==> src/rtl/sm4_pkg.sv <==
package sm4_pkg;

    localparam int ROUND_W  = 5;
    localparam int WORD_W   = 32;
    localparam int S_DATA_W = 168;
    localparam int M_DATA_W = 128;

    localparam logic [ROUND_W-1:0] LAST_ROUND = 5'd31;

    // Item kind carried on tuser
    typedef enum logic {
        OP_WRITE_KEY = 1'b0,
        OP_ENCRYPT   = 1'b1
    } opcode_t;

    typedef enum logic [1:0] {
        ST_IDLE,
        ST_ROUND,
        ST_FINISH
    } state_t;

    // Sequencer to datapath controls
    typedef struct packed {
        logic               key_wr;
        logic               load_words;
        logic               round_step;
        logic               load_out;
        logic [ROUND_W-1:0] rd_addr;
    } ctrl_t;

    localparam logic [7:0] SBOX [0:255] = '{
        8'hd6,8'h90,8'he9,8'hfe,8'hcc,8'he1,8'h3d,8'hb7,8'h16,8'hb6,8'h14,8'hc2,8'h28,8'hfb,8'h2c,8'h05,
        8'h2b,8'h67,8'h9a,8'h76,8'h2a,8'hbe,8'h04,8'hc3,8'haa,8'h44,8'h13,8'h26,8'h49,8'h86,8'h06,8'h99,
        8'h9c,8'h42,8'h50,8'hf4,8'h91,8'hef,8'h98,8'h7a,8'h33,8'h54,8'h0b,8'h43,8'hed,8'hcf,8'hac,8'h62,
        8'he4,8'hb3,8'h1c,8'ha9,8'hc9,8'h08,8'he8,8'h95,8'h80,8'hdf,8'h94,8'hfa,8'h75,8'h8f,8'h3f,8'ha6,
        8'h47,8'h07,8'ha7,8'hfc,8'hf3,8'h73,8'h17,8'hba,8'h83,8'h59,8'h3c,8'h19,8'he6,8'h85,8'h4f,8'ha8,
        8'h68,8'h6b,8'h81,8'hb2,8'h71,8'h64,8'hda,8'h8b,8'hf8,8'heb,8'h0f,8'h4b,8'h70,8'h56,8'h9d,8'h35,
        8'h1e,8'h24,8'h0e,8'h5e,8'h63,8'h58,8'hd1,8'ha2,8'h25,8'h22,8'h7c,8'h3b,8'h01,8'h21,8'h78,8'h87,
        8'hd4,8'h00,8'h46,8'h57,8'h9f,8'hd3,8'h27,8'h52,8'h4c,8'h36,8'h02,8'he7,8'ha0,8'hc4,8'hc8,8'h9e,
        8'hea,8'hbf,8'h8a,8'hd2,8'h40,8'hc7,8'h38,8'hb5,8'ha3,8'hf7,8'hf2,8'hce,8'hf9,8'h61,8'h15,8'ha1,
        8'he0,8'hae,8'h5d,8'ha4,8'h9b,8'h34,8'h1a,8'h55,8'had,8'h93,8'h32,8'h30,8'hf5,8'h8c,8'hb1,8'he3,
        8'h1d,8'hf6,8'he2,8'h2e,8'h82,8'h66,8'hca,8'h60,8'hc0,8'h29,8'h23,8'hab,8'h0d,8'h53,8'h4e,8'h6f,
        8'hd5,8'hdb,8'h37,8'h45,8'hde,8'hfd,8'h8e,8'h2f,8'h03,8'hff,8'h6a,8'h72,8'h6d,8'h6c,8'h5b,8'h51,
        8'h8d,8'h1b,8'haf,8'h92,8'hbb,8'hdd,8'hbc,8'h7f,8'h11,8'hd9,8'h5c,8'h41,8'h1f,8'h10,8'h5a,8'hd8,
        8'h0a,8'hc1,8'h31,8'h88,8'ha5,8'hcd,8'h7b,8'hbd,8'h2d,8'h74,8'hd0,8'h12,8'hb8,8'he5,8'hb4,8'hb0,
        8'h89,8'h69,8'h97,8'h4a,8'h0c,8'h96,8'h77,8'h7e,8'h65,8'hb9,8'hf1,8'h09,8'hc5,8'h6e,8'hc6,8'h84,
        8'h18,8'hf0,8'h7d,8'hec,8'h3a,8'hdc,8'h4d,8'h20,8'h79,8'hee,8'h5f,8'h3e,8'hd7,8'hcb,8'h39,8'h48
    };

endpackage

==> src/rtl/sm4_key_ram.sv <==
module sm4_key_ram
    import sm4_pkg::*;
(
    input  logic               clk,
    input  logic               wr_en,
    input  logic [ROUND_W-1:0] wr_addr,
    input  logic [WORD_W-1:0]  wr_data,
    input  logic [ROUND_W-1:0] rd_addr,
    output logic [WORD_W-1:0]  rd_data
);

    logic [WORD_W-1:0] key_mem_reg [0:(1<<ROUND_W)-1];
    logic [WORD_W-1:0] rd_data_reg;

    // Store one round key per write
    always_ff @(posedge clk)
    begin
        if (wr_en)
        begin
            key_mem_reg[wr_addr] <= wr_data;
        end
    end

    // Register the read port
    always_ff @(posedge clk)
    begin
        rd_data_reg <= key_mem_reg[rd_addr];
    end

    assign rd_data = rd_data_reg;

endmodule

==> src/rtl/sm4_round.sv <==
module sm4_round
    import sm4_pkg::*;
(
    input  logic [WORD_W-1:0] x0,
    input  logic [WORD_W-1:0] x1,
    input  logic [WORD_W-1:0] x2,
    input  logic [WORD_W-1:0] x3,
    input  logic [WORD_W-1:0] round_key,
    output logic [WORD_W-1:0] x_new
);

    logic [WORD_W-1:0] mix;
    logic [WORD_W-1:0] sub;
    logic [WORD_W-1:0] lin;

    // Combine the three words with the key
    assign mix = x1 ^ x2 ^ x3 ^ round_key;

    // Substitute each byte
    always_comb
    begin
        for (int i = 0; i < 4; i++)
        begin
            sub[i*8 +: 8] = SBOX[mix[i*8 +: 8]];
        end
    end

    // Linear transform with rotations 2, 10, 18 and 24
    assign lin = sub
               ^ {sub[29:0], sub[31:30]}
               ^ {sub[21:0], sub[31:22]}
               ^ {sub[13:0], sub[31:14]}
               ^ {sub[7:0],  sub[31:8]};

    assign x_new = x0 ^ lin;

endmodule

==> src/rtl/sm4_ctrl.sv <==
module sm4_ctrl
    import sm4_pkg::*;
(
    input  logic  clk,
    input  logic  rst_n,
    input  logic  in_valid,
    input  logic  in_op,
    input  logic  out_free,
    output logic  in_ready,
    output ctrl_t ctrl
);

    state_t             state_reg;
    state_t             state_next;
    logic [ROUND_W-1:0] cnt_reg;
    logic [ROUND_W-1:0] cnt_next;

    // Advance state and round counter
    always_ff @(posedge clk or negedge rst_n)
    begin
        if (!rst_n)
        begin
            state_reg <= ST_IDLE;
            cnt_reg   <= '0;
        end
        else
        begin
            state_reg <= state_next;
            cnt_reg   <= cnt_next;
        end
    end

    // Next state
    always_comb
    begin
        state_next = state_reg;
        case (state_reg)
            ST_IDLE:
            begin
                if (in_valid && (in_op == OP_ENCRYPT))
                begin
                    state_next = ST_ROUND;
                end
            end
            ST_ROUND:
            begin
                if (cnt_reg == LAST_ROUND)
                begin
                    state_next = ST_FINISH;
                end
            end
            ST_FINISH:
            begin
                if (out_free)
                begin
                    state_next = ST_IDLE;
                end
            end
            default:
            begin
                state_next = ST_IDLE;
            end
        endcase
    end

    // Outputs and counter
    always_comb
    begin
        in_ready        = 1'b0;
        ctrl.key_wr     = 1'b0;
        ctrl.load_words = 1'b0;
        ctrl.round_step = 1'b0;
        ctrl.load_out   = 1'b0;
        ctrl.rd_addr    = '0;
        cnt_next        = '0;
        case (state_reg)
            ST_IDLE:
            begin
                in_ready        = 1'b1;
                ctrl.key_wr     = in_valid && (in_op == OP_WRITE_KEY);
                ctrl.load_words = in_valid && (in_op == OP_ENCRYPT);
            end
            ST_ROUND:
            begin
                ctrl.round_step = 1'b1;
                ctrl.rd_addr    = cnt_reg + 1'b1;
                cnt_next        = cnt_reg + 1'b1;
            end
            ST_FINISH:
            begin
                ctrl.load_out = out_free;
            end
            default:
            begin
                in_ready = 1'b0;
            end
        endcase
    end

endmodule

==> src/rtl/sm4_block_encrypt.sv <==
// SM4 encryption core, one round per cycle on a shared round unit.
// Key write: the sequencer stays idle, ready again the next cycle.
// Encrypt: the key fetch overlaps the input transfer, then 32 rounds run, then
// one load of the output register raises m_axis_tvalid and reopens the input;
// that load waits for a free output, and no new block is taken before it.
// Reset clears the sequencer and output valid; the round key store is not cleared.
module sm4_block_encrypt
    import sm4_pkg::*;
(
    input  logic                clk,
    input  logic                rst_n,
    input  logic                s_axis_tvalid,
    output logic                s_axis_tready,
    // key_index[4:0], key_value[36:5], in_word0[68:37], in_word1[100:69],
    // in_word2[132:101], in_word3[164:133], zero pad[167:165]
    input  logic [S_DATA_W-1:0] s_axis_tdata,
    // opcode[0]
    input  logic                s_axis_tuser,
    output logic                m_axis_tvalid,
    input  logic                m_axis_tready,
    // out_word0[31:0], out_word1[63:32], out_word2[95:64], out_word3[127:96]
    output logic [M_DATA_W-1:0] m_axis_tdata
);

    ctrl_t               ctrl;
    logic                in_ready;
    logic                out_free;
    logic [WORD_W-1:0]   round_key;
    logic [WORD_W-1:0]   x_new;
    logic [WORD_W-1:0]   w_reg [0:3];
    logic [WORD_W-1:0]   w_next [0:3];
    logic [M_DATA_W-1:0] out_data_reg;
    logic                out_valid_reg;

    assign out_free      = !out_valid_reg || m_axis_tready;
    assign s_axis_tready = in_ready;

    sm4_ctrl u_ctrl (
        .clk      (clk),
        .rst_n    (rst_n),
        .in_valid (s_axis_tvalid),
        .in_op    (s_axis_tuser),
        .out_free (out_free),
        .in_ready (in_ready),
        .ctrl     (ctrl)
    );

    sm4_key_ram u_key_ram (
        .clk     (clk),
        .wr_en   (ctrl.key_wr),
        .wr_addr (s_axis_tdata[4:0]),
        .wr_data (s_axis_tdata[36:5]),
        .rd_addr (ctrl.rd_addr),
        .rd_data (round_key)
    );

    sm4_round u_round (
        .x0        (w_reg[0]),
        .x1        (w_reg[1]),
        .x2        (w_reg[2]),
        .x3        (w_reg[3]),
        .round_key (round_key),
        .x_new     (x_new)
    );

    // Load the plaintext or shift in the new word
    always_comb
    begin
        w_next = w_reg;
        if (ctrl.load_words)
        begin
            w_next[0] = s_axis_tdata[68:37];
            w_next[1] = s_axis_tdata[100:69];
            w_next[2] = s_axis_tdata[132:101];
            w_next[3] = s_axis_tdata[164:133];
        end
        else if (ctrl.round_step)
        begin
            w_next[0] = w_reg[1];
            w_next[1] = w_reg[2];
            w_next[2] = w_reg[3];
            w_next[3] = x_new;
        end
    end

    always_ff @(posedge clk)
    begin
        w_reg <= w_next;
    end

    // Hold the result in reversed word order
    always_ff @(posedge clk)
    begin
        if (ctrl.load_out)
        begin
            out_data_reg <= {w_reg[0], w_reg[1], w_reg[2], w_reg[3]};
        end
    end

    // Track output valid
    always_ff @(posedge clk or negedge rst_n)
    begin
        if (!rst_n)
        begin
            out_valid_reg <= 1'b0;
        end
        else if (ctrl.load_out)
        begin
            out_valid_reg <= 1'b1;
        end
        else if (m_axis_tready)
        begin
            out_valid_reg <= 1'b0;
        end
    end

    assign m_axis_tvalid = out_valid_reg;
    assign m_axis_tdata  = out_data_reg;

endmodule

==> config.mk <==
export PLATFORM = sky130hd
export DESIGN_NAME = sm4_block_encrypt
export DESIGN_NICKNAME = d
export VERILOG_FILES = /design/src/rtl/sm4_pkg.sv /design/src/rtl/sm4_key_ram.sv /design/src/rtl/sm4_round.sv /design/src/rtl/sm4_ctrl.sv /design/src/rtl/sm4_block_encrypt.sv
export SDC_FILE = /design/constraint.sdc
export NUM_CORES = 2
export LEC_CHECK = 0
export BUFFER_PORTS_ARGS = -buffer_cell sky130_fd_sc_hd__clkbuf_2
export CORE_MARGIN = 3
export CORE_UTILIZATION = 35
export DETAILED_ROUTE_END_ITERATION = 7
export GPL_TIMING_DRIVEN = 0
export MAX_ROUTING_LAYER = met4
export RECOVER_POWER = 25
export SLEW_MARGIN = 10
export SYNTH_ARGS = -nofsm -noshare
export SYNTH_HDL_FRONTEND = slang
export SYNTH_HIERARCHICAL = 1
export SYNTH_SLANG_ARGS = --single-unit
==> constraint.sdc <==
create_clock -name clk -period 16.7 [get_ports clk]
set_input_delay 0.835 -clock clk [delete_from_list [all_inputs] [get_ports clk]]
set_output_delay 0.835 -clock clk [all_outputs]
set_load 0.1 [all_outputs]
==> flow_metrics.py <==
metrics = {
    "sta": {
        "setup-tns-final_ns": 0,
        "hold_violations": 0,
        "fmax_mhz": 122,
        "slew_violations": 130,
        "finalCritPeriodShare": 0.492,
        "relSlewSlack": -0.0179,
        "setup_viol": 0,
        "finClkSkew_ns": 0.0615,
        "rsz0062_at_grt": "false",
        "post-route-min-period_ns": 8.22,
        "tightest_slew_ns": 1.53,
    },
    "critical_path": {
        "crit_fanout": 11,
        "worstPathRequired_ns": 17.24,
        "critical_path_arrival_ns": 8.75,
        "end_kind": "register",
        "start_kind": "register",
        "worstSetupPathType": "reg -> reg",
    },
    "layout": {
        "syn2layout_area_growth_pct": 16.0,
        "final_nets": 5751,
        "n_fill_cell": 17500,
        "finalNonFillerCells": 8149,
        "layout-drive-gt1-share": 0.175,
        "largest_reg_flops": 1024,
    },
    "synth": {
        "synth_seq_cells": 1320,
        "synth_common_cells": "1280 x edfxtp_1, 561 x mux2i_1, 357 x nand2_1, 285 x nor2_1, 270 x a21oi_1",
        "synth.distinct_cells": 106,
        "syn_inst": 5047,
        "syn_area_per_cell_um2": 13.0,
        "synth_top_area_cell": "edfxtp_1",
        "yosysSeqAreaShare": 0.599,
        "synth_edf_count": 1280,
        "synth_area_um2": 65600,
        "synth.area.top_cells": "edfxtp_1 59%, mux2i_1 8.6%, mux2_2 2.3%",
        "synthMostInstantiatedCell": "edfxtp_1",
        "syn_nets": 5260,
        "postSynth.asyncResetShare": 0.00606,
        "ys.flop_type": "edfxtp_1",
        "ys_warn_count": 6,
        "yosys.area.top_type_share": 0.586,
    },
    "detailed_routing": {
        "ant_nets": 0,
        "drc_errors": 0,
        "vias": 50400,
        "wl_um": 302000,
        "drtPass1Iterations": 7,
        "detail_route.vias_per_cell": 6.18,
        "drt-initial-drc-count": 6177,
        "wl_per_cell_um": 37.1,
    },
    "global_routing": {
        "grt_max_degree": 57,
        "antenna_found_initial": 18,
        "track_usage": 0.314,
        "globalRouteOverflowTotal": 0,
        "grt_pass1_wl_um": 411000,
        "first_global_vias": 48600,
    },
    "cts": {
        "cts-htree-levels": 4,
        "cts_tree": "built",
        "cts_buffers": 143,
        "post_cts_resized": 0,
        "clk_latency_ns": 0.80,
        "cts_root_buf": "clkbuf_16",
        "cts.clk_slew.worst_paths_ns": 0.06,
        "cts_max_path_buffers": 3,
        "numClockSinks": 1320,
    },
    "place": {
        "dpl.hpwl_um": 219000,
        "place_inst": 7872,
        "portBuffers": 299,
        "place_congestion": 1.05,
    },
    "floorplanning": {
        "die-area_um2": 193000,
        "die_w_um": 439,
        "initial_core_util": 0.353,
        "ioPinCount": 303,
        "core_area_um2": 186000,
        "core.rowCount": 158,
        "die_h_um": 439,
    },
    "job": {
        "drv_cap": 4,
    },
    "run_status": {
        "violations": "capacitance limit, slew limit",
        "outcome": "finished, violations left",
    },
    "worst_hold_path": {
        "min_path_type": "in -> reg",
    },
}
==> logic make-up (layout without fill, tap and decap cells) <==
| group | after synthesis | in the layout | share of synthesized area |
|---|---|---|---|
| XOR/XNOR | 258 | 258 | 0.0387 |
| flip-flops | 1320 | 1320 | 0.599 |
| other | 0 | 16 | 0 |
| multiplexers | 714 | 714 | 0.115 |
| adder cells (fa/ha/maj) | 40 | 40 | 0.00763 |
| AO/OA/AOI/OAI | 1229 | 1229 | 0.134 |
| buffers and inverters | 432 | 1038 | 0.0339 |
| AND/OR/NAND/NOR | 1054 | 1054 | 0.0720 |
==> final timing paths <==
| kind | startpoint | endpoint | slack [ns] | cells past startpoint |
|---|---|---|---|---|
| setup / recovery | w_reg[17]$_DFFE_PP_ | w_reg[0]$_DFFE_PP_ | 8.48 | 17 |
| hold / removal | s_axis_tdata[120] | w_reg[51]$_DFFE_PP_ | 0.33 | 2 |
| setup reg to reg | w_reg[17]$_DFFE_PP_ | w_reg[0]$_DFFE_PP_ | 8.48 | 17 |
| hold reg to reg | w_reg[111]$_DFFE_PP_ | m_axis_tdata[111]$_DFFE_PP_ | 0.47 | 0 |
| max in group asynchronous | rst_n | u_ctrl/cnt_reg[3]$_DFF_PN0_ | 15.66 | 2 |
| min in group asynchronous | rst_n | u_ctrl/cnt_reg[1]$_DFF_PN0_ | 0.66 | 2 |
==> critical path, cell delays in order (launching register included) <==
cell and delay, ns:
edfxtp_1 0.56, xor2_1 0.26, xnor2_1 0.70, clkbuf_1 0.57
clkbuf_1 0.82, inv_1 0.20, ha_1 0.34, clkbuf_1 0.54
clkbuf_1 0.79, nand2_1 0.40, a21oi_1 0.24, a2111oi_0 0.10
nor3_1 0.65, o221ai_2 0.49, xor2_2 0.51, xor2_1 0.35
xnor2_1 0.10, mux2_2 0.27
==> cell type report <==
class                      count  area [um^2]  area share
sequential                  1320        39300       0.516
antenna                       16         40.0    0.000526
tap                         2480         3100      0.0408
multi-input combinational   3295        24400       0.321
buffer                       404         2120      0.0278
timing repair buffer         346         2380      0.0312
clock buffer                 174         3740      0.0491
clock inverter                86          940      0.0123
inverter                      28          105     0.00138
==> what timing repair did <==
action / in CTS / in global routing
hold buffers: 1 / 0
buffers inserted: 0 / 0
endpoints found under the hold margin: 8 / 0
==> per-layer routing <==
layer | vias up | share of wire | track usage | wire length (um)
met5 | - | 0 | - | 0
met4 | 0 | 0.058 | 0.147 | 17700
met3 | 793 | 0.083 | 0.0609 | 24900
met2 | 2996 | 0.46 | 0.486 | 138000
met1 | 25800 | 0.40 | 0.398 | 121000
li1 | 20800 | - | - | -
==> stage by stage <==
step / hold WS (ns) / area, um^2 / utilization / setup slack [ns]
finish: 0.332 / 76100 / 0.410 / 8.48
CTS: 0.272 / 76100 / 0.410 / 8.85
floorplan: 0.428 / 65600 / - / 9.68
detailed placement: 0.461 / 71400 / 0.384 / 8.91
global placement: 0.464 / 70200 / 0.378 / 5.47
global route: 0.289 / 76100 / 0.410 / 8.53
==> cells in the final DEF, fill, tap and decap left out, types with 20 or more instances in the layout <==
cell type / netlist / routed
edfxtp_1: 1280 / 1280
mux2i_1: 561 / 561
nand2_1: 357 / 357
clkbuf_2: 0 / 276
a21oi_1: 270 / 270
nor2_1: 285 / 251
clkbuf_1: 189 / 240
nand3_1: 174 / 174
o21ai_0: 151 / 151
clkbuf_16: 0 / 144
xnor2_1: 146 / 140
mux2_2: 132 / 132
a22oi_1: 106 / 106
nor3_1: 102 / 101
buf_2: 98 / 98
a31oi_1: 95 / 95
xor2_1: 78 / 78
a22o_1: 67 / 67
buf_4: 54 / 55
o211ai_1: 53 / 53
a211oi_1: 50 / 50
o221ai_1: 45 / 45
a311oi_1: 41 / 41
buf_6: 36 / 40
ha_1: 40 / 40
a221oi_1: 39 / 39
buf_12: 0 / 36
o311ai_0: 35 / 35
nor2_4: 0 / 33
clkinv_1: 2 / 32
dfxtp_1: 32 / 32
buf_1: 25 / 25
o31ai_1: 25 / 25
o22ai_1: 23 / 23
a2111oi_0: 22 / 22
clkinv_2: 0 / 21
xnor2_2: 15 / 21
inv_1: 20 / 20
mux4_2: 20 / 20
Power is not shown: default switching activity piles up to over one toggle a cycle in this logic, so the estimate is an artifact.
